==> src/base64_line_packet_deframer_defines.svh <==
// Assertion macros shared by the deframer.
`ifndef BASE64_LINE_PACKET_DEFRAMER_DEFINES_SVH
`define BASE64_LINE_PACKET_DEFRAMER_DEFINES_SVH

// Same-cycle implication, checked outside reset.
`define BLPD_ASSERT_NOW(lbl, ante, cons, msg) \
  lbl: assert property (@(posedge clk) disable iff (rst) (ante) |-> (cons)) else $error(msg);

// Next-cycle implication, checked outside reset.
`define BLPD_ASSERT_NEXT(lbl, ante, cons, msg) \
  lbl: assert property (@(posedge clk) disable iff (rst) (ante) |=> (cons)) else $error(msg);

`endif

==> src/blpd_pkg.sv <==
package blpd_pkg;

  localparam int LINE_MAX   = 128;
  localparam int LINE_AW    = $clog2(LINE_MAX);
  localparam int LCW        = $clog2(LINE_MAX + 1);
  localparam int PACKET_BUF = 1024;
  localparam int PAW        = $clog2(PACKET_BUF);
  localparam int FILLW      = $clog2(PACKET_BUF + 1);
  localparam int CHUNK_MAX  = 96;
  localparam int CHW        = $clog2(CHUNK_MAX + 4);
  localparam int EXPW       = 17;
  localparam int IDXW       = 10;
  localparam int LENW       = 10;
  localparam int RAW        = ((PAW > IDXW) ? PAW : IDXW) + 1;

  localparam logic [7:0]  MARK_START_A = 8'h06;
  localparam logic [7:0]  MARK_START_B = 8'h09;
  localparam logic [7:0]  MARK_CONT_A  = 8'h04;
  localparam logic [7:0]  MARK_CONT_B  = 8'h14;
  localparam logic [7:0]  CH_LF        = 8'h0A;
  localparam logic [7:0]  CH_CR        = 8'h0D;
  localparam logic [7:0]  CH_PAD       = 8'h3D;
  localparam logic [15:0] POLY         = 16'h1021;

  typedef enum logic [2:0] {
    ST_IDLE,
    ST_DISPATCH,
    ST_RD_WAIT,
    ST_SCAN_CHK,
    ST_SCAN_WR,
    ST_LEN_CHK,
    ST_CRC,
    ST_POST
  } st_t;

  typedef struct packed {
    logic cap;
    logic line_wr;
    logic line_clr;
    logic err;
    logic good;
    logic asm_clr;
    logic pkt_start;
    logic rd_take;
    logic scan_start;
    logic scan_wr;
    logic scan_run;
    logic append;
    logic crc_start;
    logic crc_run;
    logic out_load;
  } cmd_t;

  typedef struct packed {
    logic func1;
    logic eol;
    logic line_full;
    logic short_line;
    logic first;
    logic cont;
    logic assembling;
    logic len_bad;
    logic scan_done;
    logic scan_fail;
    logic over_buf;
    logic exp_reached;
    logic size_bad;
    logic crc_done;
    logic crc_ok;
    logic out_free;
  } sts_t;

  // Bit 6 flags a valid base64 character, bits 5:0 hold its value.
  function automatic logic [6:0] sextet(input logic [7:0] ch);
    logic [7:0] t;
    t = 8'd0;
    if (ch >= 8'h41 && ch <= 8'h5A) begin
      t = ch - 8'h41;
      return {1'b1, t[5:0]};
    end
    if (ch >= 8'h61 && ch <= 8'h7A) begin
      t = ch - 8'h61 + 8'd26;
      return {1'b1, t[5:0]};
    end
    if (ch >= 8'h30 && ch <= 8'h39) begin
      t = ch - 8'h30 + 8'd52;
      return {1'b1, t[5:0]};
    end
    if (ch == 8'h2B) return {1'b1, 6'd62};
    if (ch == 8'h2F) return {1'b1, 6'd63};
    return 7'd0;
  endfunction

  // One byte of CRC-16/XMODEM, MSB first.
  function automatic logic [15:0] crc_byte(input logic [15:0] c, input logic [7:0] d);
    logic [15:0] r;
    r = c ^ {d, 8'h00};
    for (int i = 0; i < 8; i++) begin
      r = r[15] ? ((r << 1) ^ POLY) : (r << 1);
    end
    return r;
  endfunction

endpackage

==> src/blpd_ctrl.sv <==
module blpd_ctrl (
  input  logic           clk,
  input  logic           rst,
  input  logic           in_valid,
  output logic           in_ready,
  input  blpd_pkg::sts_t sts,
  output blpd_pkg::cmd_t cmd
);

  blpd_pkg::st_t state, state_next;

  always_ff @(posedge clk) begin
    if (rst) begin
      state <= blpd_pkg::ST_IDLE;
    end else begin
      state <= state_next;
    end
  end

  always_comb begin
    state_next = state;
    unique case (state)
      blpd_pkg::ST_IDLE: begin
        if (in_valid) state_next = blpd_pkg::ST_DISPATCH;
      end
      blpd_pkg::ST_DISPATCH: begin
        if (sts.func1) begin
          state_next = blpd_pkg::ST_RD_WAIT;
        end else if (!sts.eol || sts.short_line || !(sts.first || sts.cont) ||
                     (!sts.first && !sts.assembling) || sts.len_bad) begin
          state_next = blpd_pkg::ST_POST;
        end else begin
          state_next = blpd_pkg::ST_SCAN_CHK;
        end
      end
      blpd_pkg::ST_RD_WAIT: state_next = blpd_pkg::ST_POST;
      blpd_pkg::ST_SCAN_CHK: begin
        if (sts.scan_done) begin
          state_next = (sts.scan_fail || sts.over_buf) ? blpd_pkg::ST_POST
                                                       : blpd_pkg::ST_SCAN_WR;
        end
      end
      blpd_pkg::ST_SCAN_WR: begin
        if (sts.scan_done) state_next = blpd_pkg::ST_LEN_CHK;
      end
      blpd_pkg::ST_LEN_CHK: begin
        state_next = (sts.exp_reached && !sts.size_bad) ? blpd_pkg::ST_CRC
                                                        : blpd_pkg::ST_POST;
      end
      blpd_pkg::ST_CRC: begin
        if (sts.crc_done) state_next = blpd_pkg::ST_POST;
      end
      blpd_pkg::ST_POST: begin
        if (sts.out_free) state_next = blpd_pkg::ST_IDLE;
      end
      default: state_next = blpd_pkg::ST_IDLE;
    endcase
  end

  always_comb begin
    cmd      = '0;
    in_ready = 1'b0;
    unique case (state)
      blpd_pkg::ST_IDLE: begin
        in_ready = 1'b1;
        cmd.cap  = in_valid;
      end
      blpd_pkg::ST_DISPATCH: begin
        if (!sts.func1) begin
          if (!sts.eol) begin
            if (sts.line_full) begin
              cmd.line_clr = 1'b1;
              cmd.err      = 1'b1;
              cmd.asm_clr  = 1'b1;
            end else begin
              cmd.line_wr = 1'b1;
            end
          end else if (!sts.short_line) begin
            if (!(sts.first || sts.cont) || (!sts.first && !sts.assembling)) begin
              cmd.err = 1'b1;
            end else begin
              cmd.pkt_start = sts.first;
              if (sts.len_bad) begin
                cmd.err     = 1'b1;
                cmd.asm_clr = 1'b1;
              end else begin
                cmd.scan_start = 1'b1;
              end
            end
          end
        end
      end
      blpd_pkg::ST_RD_WAIT: cmd.rd_take = 1'b1;
      blpd_pkg::ST_SCAN_CHK: begin
        cmd.scan_run = 1'b1;
        if (sts.scan_done) begin
          if (sts.scan_fail || sts.over_buf) begin
            cmd.err     = 1'b1;
            cmd.asm_clr = 1'b1;
          end else begin
            cmd.scan_start = 1'b1;
            cmd.scan_wr    = 1'b1;
          end
        end
      end
      blpd_pkg::ST_SCAN_WR: begin
        cmd.scan_run = 1'b1;
        cmd.append   = sts.scan_done;
      end
      blpd_pkg::ST_LEN_CHK: begin
        if (sts.exp_reached) begin
          cmd.asm_clr   = 1'b1;
          cmd.err       = sts.size_bad;
          cmd.crc_start = !sts.size_bad;
        end
      end
      blpd_pkg::ST_CRC: begin
        cmd.crc_run = 1'b1;
        if (sts.crc_done) begin
          cmd.good = sts.crc_ok;
          cmd.err  = !sts.crc_ok;
        end
      end
      blpd_pkg::ST_POST: begin
        cmd.out_load = sts.out_free;
        cmd.line_clr = sts.out_free && sts.eol && !sts.func1;
      end
      default: cmd = '0;
    endcase
  end

endmodule

==> config.mk <==
export PLATFORM = sky130hd
export DESIGN_NAME = blpd_ctrl
export DESIGN_NICKNAME = d
export VERILOG_FILES = /design/src/base64_line_packet_deframer_defines.svh /design/src/blpd_pkg.sv /design/src/blpd_ctrl.sv
export SDC_FILE = /design/constraint.sdc
export NUM_CORES = 1
export LEC_CHECK = 0
export BUFFER_PORTS_ARGS = -buffer_cell sky130_fd_sc_hd__buf_4
export CAP_MARGIN = 10
export CORE_AREA = 5 5 42 44
export CTS_BUF_LIST = sky130_fd_sc_hd__clkbuf_8
export CTS_CLUSTER_DIAMETER = 120
export DETAILED_ROUTE_END_ITERATION = 6
export DIE_AREA = 0 0 47 49
export GPL_TIMING_DRIVEN = 0
export PLACE_DENSITY = 0.79
export SYNTH_ARGS = -nofsm -noshare
export SYNTH_HDL_FRONTEND = slang
export SYNTH_SLANG_ARGS = --single-unit
export TNS_END_PERCENT = 20
==> constraint.sdc <==
create_clock -name clk -period 3.3 [get_ports clk]
set_clock_uncertainty 0.2 [all_clocks]
set_input_delay 0.33 -clock clk [delete_from_list [all_inputs] [get_ports clk]]
set_output_delay 0.33 -clock clk [all_outputs]
set_load 0.05 [all_outputs]
* Yosys cells after proc, flatten, opt, wreduce, memory -nomap -nowiden
Cells that the tools add are included.
** Cells by class
- Eq/ne operators :: 12
- Mux-type cells :: 53
- Reductions and logical operators :: 21
** Operators by type and width (count)
- 2-to-1 mux 1 bit :: 31
- 2-to-1 mux 3 bit :: 8
- one-hot mux 3 bit (8 select lines) :: 1
- 2-to-1 mux 2 bit :: 9
- == test 3 bit, second input constant :: 4
- inequality test 2 bit, second input constant :: 5
- logical NOT 1 bit :: 7
- logical OR 1 bit :: 7
- == test 3 x 2 -> 1 bit, second input constant :: 2
- AND reduction 5 bit :: 1
- logical AND 1 bit :: 4
- one-hot mux 1 bit (2 select lines) :: 2
- one-hot mux 1 bit (4 select lines) :: 1
- == test 3 x 1 -> 1 bit, second input constant :: 1
- logical NOT 3 bit :: 1
- one-hot mux 1 bit (3 select lines) :: 1
- OR reduction 2 bit :: 1
** Storage, ports and cells
- Input port bits :: 19
- Register bits after elaboration :: 3
- Output and inout port bits :: 16

* Logic depth before layout (Yosys ltp)
- Depth in word-level cells :: 8
- Mapped depth :: 6
- Depth with buffers taken out :: 4

* Worst setup path after synthesis
Ideal clock, no wire load.
- Path type :: flip-flop to output port
- Start :: reg state[2]
- End :: out cmd[14] in the netlist's numbering
- Required time :: 2770 ps
- Cell stages (with the launch flop) :: 5
- Arrival :: 2330 ps
- Buffers on the path :: 2
- Slack :: 440 ps
- Cell sequence :: dfxtp_1 -> buf_2 -> clkbuf_1 -> nor3_1 -> and2_1
** RTL lines
- start: declaration :: line blpd_ctrl.sv:10 : blpd_pkg::st_t state, state_next;
- start signal: assignment :: line blpd_ctrl.sv:14 : state <= blpd_pkg::ST_IDLE;
- start signal: assignment :: line blpd_ctrl.sv:16 : state <= state_next;
- end: declaration :: line blpd_ctrl.sv:7 : output blpd_pkg::cmd_t cmd

==> flow_summary.json <==
{
  "cts_resized": 0,
  "required_ns": 2.77,
  "antenna_left": 0,
  "r2r_start": "state[0]",
  "nFillCells": 140,
  "hpwl_mm": 1.39,
  "fmaxAchievable_mhz": 445,
  "ir_worst_vdd_uv": 417,
  "drt_wl_total_mm": 1.71,
  "grt_max_degree": 11,
  "p_per_area_nw_per_um2": 541,
  "comb_power_share": 0.642,
  "synth-seq-cells": 3,
  "p_clk_frac": 0.230,
  "wl_met3_um": 97,
  "crit_path_start": "state[0]",
  "avgSynthCellArea_um2": 6.50,
  "report.final.hold_viol_count": 0,
  "io_buffers": 34,
  "grt_use_total": 0.163,
  "final_common_cell": "buf_4",
  "ys_types": 33,
  "cts_sinks": 3,
  "setup_viol_count_final": 0,
  "largest_register": "state",
  "detail_route.wl_per_cell_um": 13.1,
  "syn_to_final_growth_pct": 64.8,
  "layout-drive-gt1-share": 0.368,
  "drc": 0,
  "rsz0062_at_grt": "no",
  "worstMarginPinSlew_ns": 0.425,
  "core_um2": 1400,
  "viasPerCell": 5.54,
  "cts_buffers": 3,
  "critical_path.endpoint_type": "output port",
  "cap_violations": 0,
  "final_cell_mix": "34 x buf_4, 9 x nor2_1, 8 x nor3_1, 6 x o21ai_0, 5 x nand2_1",
  "met2_length_um": 908,
  "period_minus_slack_ns": 2.25,
  "dr.pass1.iters": 4,
  "die_h_um": 49,
  "reg_top3": "state (3)",
  "startpoint_type": "register",
  "grt_overflow": 0,
  "synth_cells": 76,
  "grt_pass1_vias": 707,
  "p_switching_uw": 214,
  "top_layer": "met4",
  "clk_pin_slew_ns": 0.03,
  "cts-root-buf": "clkbuf_8",
  "clock_latency_ns": 0.21,
  "status": "finished clean",
  "async_flop_share": 0,
  "sw_frac_of_total": 0.487,
  "die_w_um": 47,
  "cts_tree": "yes",
  "period_share": 0.680,
  "via_count": 720,
  "slew_headroom": 0.714,
  "cts_hold_buf": 0,
  "syn_area_um2": 494,
  "first_iter_violations": 14,
  "initial_core_util": 0.353,
  "slew_viol_final": 0,
  "die-area_um2": 2300,
  "grt_pass1_wl_mm": 2.86,
  "crit_fanout": 8,
  "postCtsSetupRepairBufs": 0,
  "synth_nets": 95,
  "place_congestion": 0.916,
  "final_nets": 134,
  "wl_met1_um": 677,
  "hp-class": "in -> reg",
  "hp-start": "rst",
  "htree_levels": 1,
  "antenna_found_initial": 0,
  "power_leakage_nw": 0.412,
  "synth_edf_count": 0,
  "fin_setup_tns_ns": 0,
  "power.share.sequential": 0.128,
  "intPower_uw": 226,
  "yosys_warnings": 0,
  "ys_seq_area_frac": 0.122,
  "hold_slack_ns": 0.117,
  "synthFlopType": "dfxtp_1",
  "worstPathArrival_ns": 1.72,
  "ios": 35,
  "row_count": 14,
  "cts_buffer_depth": 2,
  "largest_reg_flops": 3,
  "diodes": 0,
  "path_class": "reg -> out"
}
[logic make-up (layout without fill, tap and decap cells)]
group / after synthesis / after routing / share of synthesized area
and+or+nand+nor: 41 / 41 / 0.448
AOI/OAI and AO/OA: 22 / 22 / 0.306
buffers and inverters: 7 / 45 / 0.0633
DFF: 3 / 3 / 0.122
muxes: 2 / 2 / 0.0430
xor gates and xnor gates: 1 / 1 / 0.0177
[final cells by class]
| cell class | count | area (um2) | area share |
|---|---|---|---|
| Inverter | 2 | 7.51 | 0.00922 |
| Timing Repair Buffer | 34 | 255 | 0.313 |
| Clock inverter | 1 | 3.75 | 0.00461 |
| Multi-Input combinational cell | 66 | 403 | 0.495 |
| Tap cell | 16 | 20.0 | 0.0246 |
| Buffer | 5 | 23.8 | 0.0292 |
| Clock buffer | 3 | 41.3 | 0.0507 |
| Sequential cell | 3 | 60.1 | 0.0737 |
[worst paths after layout]
path,end,slack (ns),cells after the start
setup / recovery,cmd[11],1.05,5
hold / removal,state[0],0.12,2
setup reg to reg,state[0],1.69,3
hold reg to reg,state[0],0.53,3
[synthesized netlist by cell type (2+ instances only)]
| library cell | instances | share of area |
|---|---|---|
| o211ai_1 | 2 | 0.030 |
| inv_1 | 2 | 0.015 |
| nand2b_1 | 3 | 0.038 |
| nor3_1 | 8 | 0.081 |
| nor2_1 | 9 | 0.068 |
| nor2b_1 | 3 | 0.038 |
| and3_1 | 4 | 0.051 |
| dfxtp_1 | 3 | 0.12 |
| buf_2 | 4 | 0.041 |
| o211a_1 | 2 | 0.041 |
| nand2_1 | 5 | 0.038 |
| a21oi_1 | 4 | 0.041 |
| nand4b_1 | 2 | 0.035 |
| o21ai_0 | 6 | 0.061 |
[critical path: stages, from the launching register on]
cell	delay, ns
dfxtp_1	0.45
nand2b_1	0.10
or3_1	0.37
nor3_1	0.23
o31a_1	0.16
buf_4	0.19
[per-layer routing]
metal	global-route usage	vias up
li1	-	365
met5	0	-
met3	0	2
met1	0.202	325
met4	0.0737	0
met2	0.278	28
[power groups by stage]
stage / sequential, mW / combinational [mW] / clock, mW
3_3_place_gp: 0.0564 / 0.281 / 0
6_report: 0.0562 / 0.283 / 0.101
5_1_grt: 0.0576 / 0.307 / 0.108
2_1_floorplan: 0.0531 / 0.203 / 0
4_1_cts: 0.0560 / 0.284 / 0.103
3_5_place_dp: 0.0567 / 0.283 / 0
[through the flow]
stage | area, um2 | std cells | power (mW) | worst slack (ns) | utilization
6_report | 815 | 130 | 0.440 | 1.05 | 0.581
5_1_grt | 815 | 130 | 0.472 | 0.937 | 0.581
3_5_place_dp | 769 | 126 | 0.340 | 1.27 | 0.549
4_1_cts | 815 | 130 | 0.444 | 1.05 | 0.581
3_3_place_gp | 769 | 126 | 0.338 | 1.25 | 0.549
2_1_floorplan | 494 | 76 | 0.256 | 0.440 | -
Power figures use the tool's default switching activity.
